[config.mk]
export PLATFORM = sky130hd
export DESIGN_NAME = ps2_set2_scancode_to_ascii
export DESIGN_NICKNAME = d
export VERILOG_FILES = /design/src/design/ps2s2a_pkg.sv /design/src/design/ps2s2a_front.sv /design/src/design/ps2s2a_fifo.sv /design/src/design/ps2s2a_back.sv /design/src/design/ps2_set2_scancode_to_ascii.sv
export SDC_FILE = /design/constraint.sdc
export NUM_CORES = 1
export LEC_CHECK = 0
export BUFFER_PORTS_ARGS = -buffer_cell sky130_fd_sc_hd__buf_2
export CORE_ASPECT_RATIO = 0.8
export CORE_UTILIZATION = 55
export DETAILED_ROUTE_END_ITERATION = 7
export PLACE_DENSITY = 0.81
export SETUP_SLACK_MARGIN = 0.15
export SLEW_MARGIN = 20
export SYNTH_ARGS = -nofsm -noshare
export SYNTH_HDL_FRONTEND = slang
export SYNTH_SLANG_ARGS = --single-unit
[constraint.sdc]
create_clock -name clk -period 4.41 [get_ports clk]
set_clock_uncertainty 0.1 [all_clocks]
set_input_delay 0.882 -clock clk [delete_from_list [all_inputs] [get_ports clk]]
set_output_delay 0.882 -clock clk [all_outputs]
set_load 0.1 [all_outputs]
[src/design/ps2s2a_pkg.sv]
`timescale 1ns / 1ps

package ps2s2a_pkg;

  localparam logic [7:0] CODE_EXTENDED = 8'hE0;
  localparam logic [7:0] CODE_BREAK    = 8'hF0;
  localparam logic [7:0] CODE_LSHIFT   = 8'h12;
  localparam logic [7:0] CODE_RSHIFT   = 8'h59;
  localparam logic [7:0] CODE_CAPS     = 8'h58;
  localparam logic [7:0] CMD_LEDS      = 8'hED;
  localparam logic [7:0] LED_CAPS      = 8'h04;
  localparam logic [7:0] LED_NONE      = 8'h00;
  localparam logic [7:0] CHAR_NONE     = 8'h00;

  localparam logic KIND_CHAR = 1'b0;
  localparam logic KIND_CMD  = 1'b1;

  localparam int unsigned QDEPTH = 2;
  localparam int unsigned QPTRW  = $clog2(QDEPTH);
  localparam int unsigned QCNTW  = $clog2(QDEPTH + 1);

  // one queued action: a character, or a caps press carrying its LED byte
  typedef struct packed {
    logic       caps;
    logic [7:0] value;
  } act_t;

  typedef struct packed {
    logic empty;
    logic full;
  } q_stat_t;

  function automatic logic [7:0] plain_char(input logic [7:0] code);
    logic [7:0] c;
    unique case (code)
      8'h1C: c = "a";  8'h32: c = "b";  8'h21: c = "c";  8'h23: c = "d";
      8'h24: c = "e";  8'h2B: c = "f";  8'h34: c = "g";  8'h33: c = "h";
      8'h43: c = "i";  8'h3B: c = "j";  8'h42: c = "k";  8'h4B: c = "l";
      8'h3A: c = "m";  8'h31: c = "n";  8'h44: c = "o";  8'h4D: c = "p";
      8'h15: c = "q";  8'h2D: c = "r";  8'h1B: c = "s";  8'h2C: c = "t";
      8'h3C: c = "u";  8'h2A: c = "v";  8'h1D: c = "w";  8'h22: c = "x";
      8'h35: c = "y";  8'h1A: c = "z";  8'h45: c = "0";  8'h16: c = "1";
      8'h1E: c = "2";  8'h26: c = "3";  8'h25: c = "4";  8'h2E: c = "5";
      8'h36: c = "6";  8'h3D: c = "7";  8'h3E: c = "8";  8'h46: c = "9";
      8'h5A: c = 8'h0A; 8'h29: c = " "; 8'h66: c = 8'h08; 8'h0D: c = 8'h09;
      8'h41: c = ",";  8'h49: c = ".";  8'h4A: c = ";";  8'h4E: c = "-";
      8'h55: c = "=";  8'h0E: c = 8'h27;
      default: c = CHAR_NONE;
    endcase
    return c;
  endfunction

  function automatic logic [7:0] upper_char(input logic [7:0] code);
    logic [7:0] c;
    unique case (code)
      8'h1C: c = "A";  8'h32: c = "B";  8'h21: c = "C";  8'h23: c = "D";
      8'h24: c = "E";  8'h2B: c = "F";  8'h34: c = "G";  8'h33: c = "H";
      8'h43: c = "I";  8'h3B: c = "J";  8'h42: c = "K";  8'h4B: c = "L";
      8'h3A: c = "M";  8'h31: c = "N";  8'h44: c = "O";  8'h4D: c = "P";
      8'h15: c = "Q";  8'h2D: c = "R";  8'h1B: c = "S";  8'h2C: c = "T";
      8'h3C: c = "U";  8'h2A: c = "V";  8'h1D: c = "W";  8'h22: c = "X";
      8'h35: c = "Y";  8'h1A: c = "Z";  8'h45: c = ")";  8'h16: c = "!";
      8'h1E: c = "@";  8'h26: c = "#";  8'h25: c = "$";  8'h2E: c = "%";
      8'h36: c = "^";  8'h3D: c = "&";  8'h3E: c = "*";  8'h46: c = "(";
      8'h41: c = "<";  8'h49: c = ">";  8'h4A: c = ":";  8'h4E: c = "_";
      8'h55: c = "+";  8'h0E: c = 8'h22;
      default: c = CHAR_NONE;
    endcase
    return c;
  endfunction

endpackage

[src/design/ps2s2a_front.sv]
`timescale 1ns / 1ps

module ps2s2a_front import ps2s2a_pkg::*; (
  input  logic       clk,
  input  logic       rst_n,
  input  logic       in_push,
  input  logic [7:0] in_scan_byte,
  output logic       in_full,
  input  q_stat_t    q_stat,
  output logic       q_push,
  output act_t       q_data
);

  logic shift_r, shift_nxt;
  logic caps_r, caps_nxt;
  logic brk_r, brk_nxt;
  logic accept;
  logic is_caps_make;
  logic upper;
  logic [7:0] up_c, pl_c, ch;

  assign in_full = q_stat.full;
  assign accept  = in_push && !q_stat.full;

  assign is_caps_make = (in_scan_byte == CODE_CAPS) && !brk_r;

  always_comb begin
    shift_nxt = shift_r;
    caps_nxt  = caps_r;
    brk_nxt   = 1'b0;
    priority if (in_scan_byte == CODE_EXTENDED) begin
      brk_nxt = brk_r;
    end else if (in_scan_byte == CODE_BREAK) begin
      brk_nxt = 1'b1;
    end else if (in_scan_byte == CODE_LSHIFT || in_scan_byte == CODE_RSHIFT) begin
      shift_nxt = !brk_r;
    end else if (is_caps_make) begin
      caps_nxt = !caps_r;
    end else begin
      brk_nxt = 1'b0;
    end
  end

  assign upper = shift_nxt != caps_nxt;
  assign up_c  = upper_char(in_scan_byte);
  assign pl_c  = plain_char(in_scan_byte);
  assign ch    = (upper && up_c != CHAR_NONE) ? up_c : pl_c;

  always_comb begin
    q_push = 1'b0;
    q_data = '{caps: 1'b0, value: ch};
    if (accept && in_scan_byte != CODE_EXTENDED && in_scan_byte != CODE_BREAK
        && !brk_r) begin
      if (is_caps_make) begin
        q_push = 1'b1;
        q_data = '{caps: 1'b1, value: caps_nxt ? LED_CAPS : LED_NONE};
      end else if (ch != CHAR_NONE) begin
        q_push = 1'b1;
      end
    end
  end

  always_ff @(posedge clk) begin
    if (!rst_n) begin
      shift_r <= 1'b0;
      caps_r  <= 1'b0;
      brk_r   <= 1'b0;
    end else if (accept) begin
      shift_r <= shift_nxt;
      caps_r  <= caps_nxt;
      brk_r   <= brk_nxt;
    end
  end

endmodule

[src/design/ps2s2a_fifo.sv]
`timescale 1ns / 1ps

module ps2s2a_fifo import ps2s2a_pkg::*; (
  input  logic    clk,
  input  logic    rst_n,
  input  logic    push,
  input  act_t    wdata,
  input  logic    pop,
  output act_t    rdata,
  output q_stat_t stat
);

  act_t             mem_r [QDEPTH];
  logic [QPTRW-1:0] wr_r, rd_r;
  logic [QCNTW-1:0] cnt_r;
  logic             do_push, do_pop;

  assign stat.empty = cnt_r == '0;
  assign stat.full  = cnt_r == QCNTW'(QDEPTH);
  assign do_push    = push && !stat.full;
  assign do_pop     = pop && !stat.empty;
  assign rdata      = mem_r[rd_r];

  always_ff @(posedge clk) begin
    if (do_push) begin
      mem_r[wr_r] <= wdata;
    end
  end

  always_ff @(posedge clk) begin
    if (!rst_n) begin
      wr_r  <= '0;
      rd_r  <= '0;
      cnt_r <= '0;
    end else begin
      if (do_push) begin
        wr_r <= (wr_r == QPTRW'(QDEPTH - 1)) ? '0 : wr_r + 1'b1;
      end
      if (do_pop) begin
        rd_r <= (rd_r == QPTRW'(QDEPTH - 1)) ? '0 : rd_r + 1'b1;
      end
      cnt_r <= cnt_r + QCNTW'(do_push) - QCNTW'(do_pop);
    end
  end

endmodule

[src/design/ps2s2a_back.sv]
`timescale 1ns / 1ps

module ps2s2a_back import ps2s2a_pkg::*; (
  input  logic       clk,
  input  logic       rst_n,
  input  act_t       q_head,
  input  q_stat_t    q_stat,
  output logic       q_pop,
  input  logic       out_pop,
  output logic       out_empty,
  output logic       out_kind,
  output logic [7:0] out_value,
  output logic       out_last
);

  logic       vld_r, vld_nxt;
  logic       phase_r, phase_nxt;
  logic       kind_r, kind_nxt;
  logic [7:0] value_r, value_nxt;
  logic       last_r, last_nxt;
  logic       load;

  assign load = !vld_r || out_pop;

  always_comb begin
    vld_nxt   = vld_r;
    phase_nxt = phase_r;
    kind_nxt  = kind_r;
    value_nxt = value_r;
    last_nxt  = last_r;
    q_pop     = 1'b0;
    if (load) begin
      priority if (phase_r) begin
        // second beat of a caps press: the LED byte
        vld_nxt   = 1'b1;
        kind_nxt  = KIND_CMD;
        value_nxt = q_head.value;
        last_nxt  = 1'b1;
        phase_nxt = 1'b0;
        q_pop     = 1'b1;
      end else if (!q_stat.empty) begin
        vld_nxt = 1'b1;
        if (q_head.caps) begin
          kind_nxt  = KIND_CMD;
          value_nxt = CMD_LEDS;
          last_nxt  = 1'b0;
          phase_nxt = 1'b1;
        end else begin
          kind_nxt  = KIND_CHAR;
          value_nxt = q_head.value;
          last_nxt  = 1'b1;
          q_pop     = 1'b1;
        end
      end else begin
        vld_nxt = 1'b0;
      end
    end
  end

  always_ff @(posedge clk) begin
    if (!rst_n) begin
      vld_r   <= 1'b0;
      phase_r <= 1'b0;
    end else begin
      vld_r   <= vld_nxt;
      phase_r <= phase_nxt;
    end
    kind_r  <= kind_nxt;
    value_r <= value_nxt;
    last_r  <= last_nxt;
  end

  assign out_empty = !vld_r;
  assign out_kind  = kind_r;
  assign out_value = value_r;
  assign out_last  = last_r;

endmodule

[src/design/ps2_set2_scancode_to_ascii.sv]
// A result passes through the action queue, then the result register, to the out_ ports.
// Throughput: one byte per cycle while in_full is low; a caps lock press gives two
// result beats, with a two-entry action queue between decode and result stage.
// Bytes giving no result only update the shift, caps and break flags.
// Reset (rst_n low, synchronous): flags cleared, queue and result register empty.
`timescale 1ns / 1ps

module ps2_set2_scancode_to_ascii import ps2s2a_pkg::*; (
  input  logic       clk,
  input  logic       rst_n,
  input  logic       in_push,
  input  logic [7:0] in_scan_byte,
  output logic       in_full,
  input  logic       out_pop,
  output logic       out_empty,
  output logic       out_kind,
  output logic [7:0] out_value,
  output logic       out_last
);

  q_stat_t q_stat;
  logic    q_push, q_pop;
  act_t    q_wdata, q_head;

  ps2s2a_front u_front (
    .clk          (clk),
    .rst_n        (rst_n),
    .in_push      (in_push),
    .in_scan_byte (in_scan_byte),
    .in_full      (in_full),
    .q_stat       (q_stat),
    .q_push       (q_push),
    .q_data       (q_wdata)
  );

  ps2s2a_fifo u_fifo (
    .clk   (clk),
    .rst_n (rst_n),
    .push  (q_push),
    .wdata (q_wdata),
    .pop   (q_pop),
    .rdata (q_head),
    .stat  (q_stat)
  );

  ps2s2a_back u_back (
    .clk       (clk),
    .rst_n     (rst_n),
    .q_head    (q_head),
    .q_stat    (q_stat),
    .q_pop     (q_pop),
    .out_pop   (out_pop),
    .out_empty (out_empty),
    .out_kind  (out_kind),
    .out_value (out_value),
    .out_last  (out_last)
  );

  // the LED command beat is always followed at once by its LED byte
  a_caps_pair: assert property (@(posedge clk) disable iff (!rst_n)
    (!out_empty && !out_last && out_pop) |=> (!out_empty && out_last && out_kind == KIND_CMD))
    else $error("caps LED byte did not follow LED command");

  a_first_beat: assert property (@(posedge clk) disable iff (!rst_n)
    (!out_empty && !out_last) |-> (out_kind == KIND_CMD && out_value == CMD_LEDS))
    else $error("non-last beat is not the LED command");

  a_char_last: assert property (@(posedge clk) disable iff (!rst_n)
    (!out_empty && out_kind == KIND_CHAR) |-> (out_last && out_value != CHAR_NONE))
    else $error("character beat malformed");

  a_reset_empty: assert property (@(posedge clk)
    !$past(rst_n) |-> (out_empty && !in_full))
    else $error("queues not empty after reset");

endmodule
==> impl_metrics.env, run 1 <==
export IMPL_grt_start_max_net_pins=36
export IMPL_detailedPlacementHpwl_um=6960
export IMPL_rrSetupSlack_ns=1.37
export IMPL_synth_mux_area_fraction=0.0552
export IMPL_chipHeight_um=69.9
export IMPL_layout_filler_cells=440
export IMPL_reg2reg_depth=12
export IMPL_cts_tree="built"
export IMPL_max_cap_violations=0
export IMPL_crit_reg2reg_capture="u_fifo.cnt_r[1]"
export IMPL_netlist_instances=370
export IMPL_synth_flop_cell="edfxtp_1"
export IMPL_critPathLaunch="in_scan_byte[1]"
export IMPL_tritoncts_num_sinks=36
export IMPL_via_density=6.67
export IMPL_critical_path_class="input port to flop"
export IMPL_postPlaceCellArea_mm2=0.00339
export IMPL_worst_margin_pin_slew_ns=0.884
export IMPL_critical_path_peak_fanout=11
export IMPL_outcome="complete, no violations"
export IMPL_design_die_area_mm2=0.00608
export IMPL_dp_slack_ns=0.199
export IMPL_synth_top_cell_by_area="edfxtp_1"
export IMPL_first_pass_grt_wire_length_um=14500
export IMPL_cts_root_to_sink_buffers=2
export IMPL_initial_core_util=0.577
export IMPL_endpoint_required_time_on_the_critical_path_ns=4.49
export IMPL_setup_viol=0
export IMPL_syn_nets=391
export IMPL_finalWeightedCongestion=0.980
export IMPL_worstPathCellList="buf_2 > inv_1 > ha_1 > nand4bb_1 > o21ai_1 > nor4bb_1 > nor3_1 > a2111oi_2 > nand3_1 > o21ai_2 > inv_1 > ha_1 > xnor2_1 > xnor2_1 > and2_1"
export IMPL_die_outline_width_um=86.9
export IMPL_p_leak_nw=1.31
export IMPL_total_power_mw=1.61
export IMPL_multi_input_area_mm2=0.00197
export IMPL_grt_antenna_before_repair=0
export IMPL_overflow=0
export IMPL_drtAntennaViolNets=0
export IMPL_largest_register_ffs=16
export IMPL_post_cts_resized=0
export IMPL_drt_met1_wl_um=4130
export IMPL_rows=24
export IMPL_max_stage_delay_ns=0.48
export IMPL_place_detailed_instances=463
export IMPL_coreArea_mm2=0.00550
export IMPL_top_register="u_fifo.mem_r"
export IMPL_met2RoutedLength_um=3790
export IMPL_synth_adder_area_share=0.0355
export IMPL_routed_wirelength_um=9220
export IMPL_drt_pre_antenna_iters=5
export IMPL_max_freq_mhz=251
export IMPL_worst_setup_end_kind="flop"
export IMPL_fin_crit_ns=3.98
export IMPL_arrival_time_worst_endpoint_ns=4.06
export IMPL_met3RoutedLength_um=1180
export IMPL_synth_top_cell_area_share=0.246
export IMPL_worst_slack_ns=0.431
export IMPL_power_density_cell_area_mw_per_mm2=461
export IMPL_synth_compound_area_frac=0.262
export IMPL_biggest_area_contributors_in_the_synthesized_netlist="edfxtp_1, dfxtp_1, mux2i_1, a21oi_1, nand2_1"
export IMPL_remaining_drc_errors=0
export IMPL_area_growth_syn_to_layout_pct=10.2
export IMPL_stdcell_count=471
export IMPL_layout_area_seq_um2=981
export IMPL_grt_usage=0.315
export IMPL_highest_layer="met4"
export IMPL_synth_top_family_by_area="compound AO/OA/AOI/OAI gates"
export IMPL_yosysSeqAreaShare=0.309
export IMPL_placement_io_buffers=23
export IMPL_layout_drive_gt1_share=0.191
export IMPL_vdd_ir_drop_worst_uv=316
export IMPL_yosys_area_share_xor_xnor=0.0138
export IMPL_synth_lib_cells_used_distinct=75
export IMPL_critPathSlowestCell="ha_1"
export IMPL_number_of_post_cts_setup_repair_buffers=0
export IMPL_hold_viol=0
export IMPL_final_cell_area_mm2=0.00350
export IMPL_clockRootBuffer="clkbuf_8"
export IMPL_finalMaxSlewViolations=0
export IMPL_count_of_flip_flops_with_a_built_in_enable_after_synthesis=26
export IMPL_ys_warnings_count=0
export IMPL_crit_path_start_kind="input port"
export IMPL_path_clk_slew_ns=0.07
export IMPL_cts_inserted_buffers=5
export IMPL_timing_max_slew_rel_slack=0.408
export IMPL_cts_htree_levels=2
export IMPL_synth_area_per_cell_um2=8.58
export IMPL_min_period_over_period=0.902
export IMPL_detail_route_wl_per_cell_um=19.6
export IMPL_synth_cell_area_mm2=0.00317
export IMPL_hold_path_class="flop to flop"
export IMPL_via_count_of_the_first_global_routing_pass=2823
export IMPL_rsz0062_at_grt="no"
export IMPL_synth_seq_cells=36
export IMPL_num_nets_final=413
export IMPL_fin_util=0.636
export IMPL_num_io_pins=24
export IMPL_fin_worst_hold_slack_ns=0.449
export IMPL_clk_latency_ns=0.28
export IMPL_synth_async_sr_flop_share=0
export IMPL_routed_via_count=3142
export IMPL_antenna_cells_inserted=0
export IMPL_launch_point_of_the_worst_hold_path="u_fifo.mem_r[0][3]"
export IMPL_regToRegStartpoint="u_front.brk_r"
export IMPL_holdBufCountCts=0
export IMPL_synth_simple_gate_area_share=0.256
export IMPL_critical_path_endpoint="u_fifo.cnt_r[1]"
export IMPL_first_iter_violations=465
export IMPL_setup_tns_ns=0
-- layer usage --
metal | global-route usage | vias to the layer above
met3 | 0.104 | 14
li1 | - | 1446
met4 | 0.0593 | 0
met2 | 0.434 | 204
met5 | 0 | -
met1 | 0.479 | 1478
-- final cells by class --
class,count,area share
well taps,78,0.0279
flip-flops and latches,36,0.281
inverters,13,0.0140
clock inverters,2,0.0100
multi-input cells,290,0.565
repair buffers,46,0.0823
clock buffers,6,0.0208
-- cells in the mapped netlist, drive strengths merged, types with 5 or more instances --
library cell / n
a21oi: 25
a221oi: 5
a31oi: 9
and3: 6
buf: 19
clkbuf: 12
dfxtp: 10
edfxtp: 26
ha: 9
inv: 12
mux2i: 13
nand2: 32
nand2b: 17
nand3: 10
nand3b: 5
nor2: 24
nor2b: 13
nor3: 16
o21ai: 16
o221ai: 6
-- worst max-delay path, delay by kind of cell --
family                     cells  cell delay [ns]
AOI/OAI and AO/OA              3             0.75
xor gates and xnor gates       2             0.30
adders and majority gates      2             0.69
buffers and inverters          3             0.34
and+or+nand+nor                5             1.09
-- cell families after synthesis --
group,Yosys count
fa+ha+maj,9
xor+xnor,5
buf+inv,44
mux,17
simple gates,148
flops,36
compound gates,111
-- worst min-delay path by stage --
stage                                      to  slack [ns]  depth (start not counted)
after detailed placement         u_back.vld_r        0.42                          1
after CTS                 u_back.out_value[5]        0.45                          2
after global placement    u_back.out_value[2]        0.42                          2
final                     u_back.out_value[3]        0.45                          2
after global routing             u_back.vld_r        0.46                          1
after floorplan                          flop        0.40                          2
-- placed cells by master (no fill, tap or decap), types with 3 or more instances in the layout --
master	Yosys	layout
o221ai_1	5	5
ha_1	9	9
a21oi_1	24	24
o211ai_1	4	4
and2_1	4	4
mux2i_1	13	13
nor2_1	24	24
inv_1	12	12
o31ai_1	4	4
clkbuf_8	0	5
o32a_1	4	4
xnor2_1	3	3
nand2b_1	17	17
buf_4	9	23
dfxtp_1	10	10
buf_2	9	23
nand2_1	32	32
or2_2	4	4
and3_1	6	6
o21ai_0	13	13
mux2_2	3	3
a31oi_1	9	9
nor2b_1	13	13
nand3b_1	5	5
a221oi_1	5	5
nand3_1	10	10
o22ai_1	3	3
a311oi_1	3	3
a221o_1	4	4
edfxtp_1	26	26
nor3_1	15	15
-- where the power goes --
group          total [mW]  switching, mW  internal (mW)
sequential          0.522         0.0434          0.479
clock               0.282          0.114          0.168
combinational       0.808          0.619          0.188
No activity file was read; power rests on OpenSTA's default activity.
==> inputs of run 2 (changes only) <==
- REMOVE_ABC_BUFFERS: unset -> 1
- TNS_END_PERCENT: unset -> 50
==> impl_metrics.env, run 2 (synthesized netlist as in run 1, its figures left out) <==
export IMPL_finalMaxSlewViolations=0
export IMPL_cts_inserted_buffers=5
export IMPL_outcome="complete, no violations"
export IMPL_fin_worst_hold_slack_ns=0.447
export IMPL_chipHeight_um=69.9
export IMPL_rows=24
export IMPL_via_count_of_the_first_global_routing_pass=2857
export IMPL_setup_tns_ns=0
export IMPL_critPathSlowestCell="nor4bb_1"
export IMPL_num_nets_final=405
export IMPL_worstPathCellList="buf_2 > inv_1 > ha_1 > buf_4 > nand4bb_1 > o21ai_1 > nor4bb_1 > nor3_1 > a2111oi_2 > nand3_1 > o21ai_2 > inv_1 > ha_1 > xnor2_1 > xnor2_1 > and2_1"
export IMPL_cts_tree="built"
export IMPL_hold_path_class="flop to flop"
export IMPL_layout_common_cells="nand2_1, edfxtp_1, nor2_1, a21oi_1, buf_2"
export IMPL_setup_viol=0
export IMPL_crit_reg2reg_capture="u_fifo.cnt_r[1]"
export IMPL_timing_max_slew_rel_slack=0.426
export IMPL_cts_root_to_sink_buffers=2
export IMPL_number_of_post_cts_setup_repair_buffers=0
export IMPL_coreArea_mm2=0.00550
export IMPL_remaining_drc_errors=0
export IMPL_regToRegStartpoint="u_front.brk_r"
export IMPL_routed_via_count=3210
export IMPL_dp_slack_ns=0.249
export IMPL_detail_route_wl_per_cell_um=20.8
export IMPL_launch_point_of_the_worst_hold_path="u_fifo.mem_r[0][3]"
export IMPL_mostFrequentLayoutCell="nand2_1"
export IMPL_via_density=6.93
export IMPL_min_period_over_period=0.896
export IMPL_fin_crit_ns=3.95
export IMPL_cts_htree_levels=2
export IMPL_drtAntennaViolNets=0
export IMPL_num_io_pins=24
export IMPL_total_power_mw=1.55
export IMPL_first_iter_violations=448
export IMPL_critPathLaunch="in_scan_byte[0]"
export IMPL_rsz0062_at_grt="no"
export IMPL_worst_slack_ns=0.460
export IMPL_first_pass_grt_wire_length_um=15200
export IMPL_placement_io_buffers=23
export IMPL_worst_setup_end_kind="flop"
export IMPL_layout_drive_gt1_share=0.169
export IMPL_overflow=0
export IMPL_tritoncts_num_sinks=36
export IMPL_clk_latency_ns=0.28
export IMPL_power_density_cell_area_mw_per_mm2=452
export IMPL_design_die_area_mm2=0.00608
export IMPL_finalWeightedCongestion=0.974
export IMPL_max_stage_delay_ns=0.43
export IMPL_antenna_cells_inserted=0
export IMPL_vdd_ir_drop_worst_uv=326
export IMPL_p_leak_nw=1.27
export IMPL_reg2reg_depth=12
export IMPL_largest_register_ffs=16
export IMPL_max_cap_violations=0
export IMPL_grt_antenna_before_repair=0
export IMPL_path_clk_slew_ns=0.08
export IMPL_rrSetupSlack_ns=1.43
export IMPL_top_register="u_fifo.mem_r"
export IMPL_hold_viol=0
export IMPL_critical_path_peak_fanout=12
export IMPL_timing_critical_path_buf_inv=4
export IMPL_clockRootBuffer="clkbuf_8"
export IMPL_whs_path_depth=2
export IMPL_timing_hold_worst_endpoint="u_back.out_value[3]"
export IMPL_grt_start_max_net_pins=39
export IMPL_area_growth_syn_to_layout_pct=8.24
export IMPL_die_outline_width_um=86.9
export IMPL_initial_core_util=0.577
export IMPL_fin_util=0.625
export IMPL_grt_usage=0.331
export IMPL_crit_family="simple AND/OR/NAND/NOR gates"
export IMPL_arrival_time_worst_endpoint_ns=4.03
export IMPL_routed_wirelength_um=9610
export IMPL_critical_path_class="input port to flop"
export IMPL_worst_margin_pin_slew_ns=0.858
export IMPL_endpoint_required_time_on_the_critical_path_ns=4.50
export IMPL_post_cts_resized=0
export IMPL_holdBufCountCts=0
export IMPL_drt_pre_antenna_iters=6
export IMPL_max_freq_mhz=253
export IMPL_detailedPlacementHpwl_um=7010
export IMPL_crit_path_start_kind="input port"
-- run 2: cell type report --
cell class	count	area, um^2
clock inverters	2	7.51
well taps	78	97.6
repair buffers	38	253
fillers	463	2060
clock buffers	6	72.6
multi-input cells	290	1970
inverters	13	48.8
flip-flops and latches	36	981
-- run 2: through the flow --
step	area, um^2	instances
global placement	3350	455
global route	3430	463
floorplan	3000	339
CTS	3430	463
finish	3430	463
detailed placement	3350	455
-- run 2: how the worst max path moves through the flow --
| stage | to | slack (ns) | cells after the start |
|---|---|---|---|
| after floorplan | u_fifo.cnt_r[1] | 0.63 | 14 |
| after global placement | u_fifo.cnt_r[1] | 0.37 | 15 |
| after detailed placement | u_fifo.cnt_r[1] | 0.25 | 15 |
| after CTS | u_fifo.cnt_r[1] | 0.52 | 16 |
| after global routing | u_fifo.cnt_r[1] | 0.18 | 16 |
| final | u_fifo.cnt_r[1] | 0.46 | 16 |
-- run 2: power by group --
group          internal, mW  leakage, nW  switching (mW)  total (mW)
combinational         0.186        0.900           0.619       0.805
clock                 0.108       0.0403           0.113       0.220
sequential            0.479        0.326          0.0478       0.527
total                 0.773         1.27           0.779        1.55
-- run 2: worst reg2reg max path, cell delays in order, from the launching register on --
cell	delay, ns
dfxtp_1	0.38
nand4bb_1	0.24
o21ai_1	0.19
nor4bb_1	0.43
nor3_1	0.16
a2111oi_2	0.32
nand3_1	0.16
o21ai_2	0.21
inv_1	0.09
ha_1	0.21
xnor2_1	0.14
xnor2_1	0.12
and2_1	0.15
-- run 2: layer usage --
layer  vias to the layer above  global-route usage  share of wire
met3                        28               0.110           0.14
met1                      1496               0.519           0.43
met2                       261               0.436           0.41
met4                         0              0.0667          0.017
li1                       1425                   -              -
met5                         -                   0              0
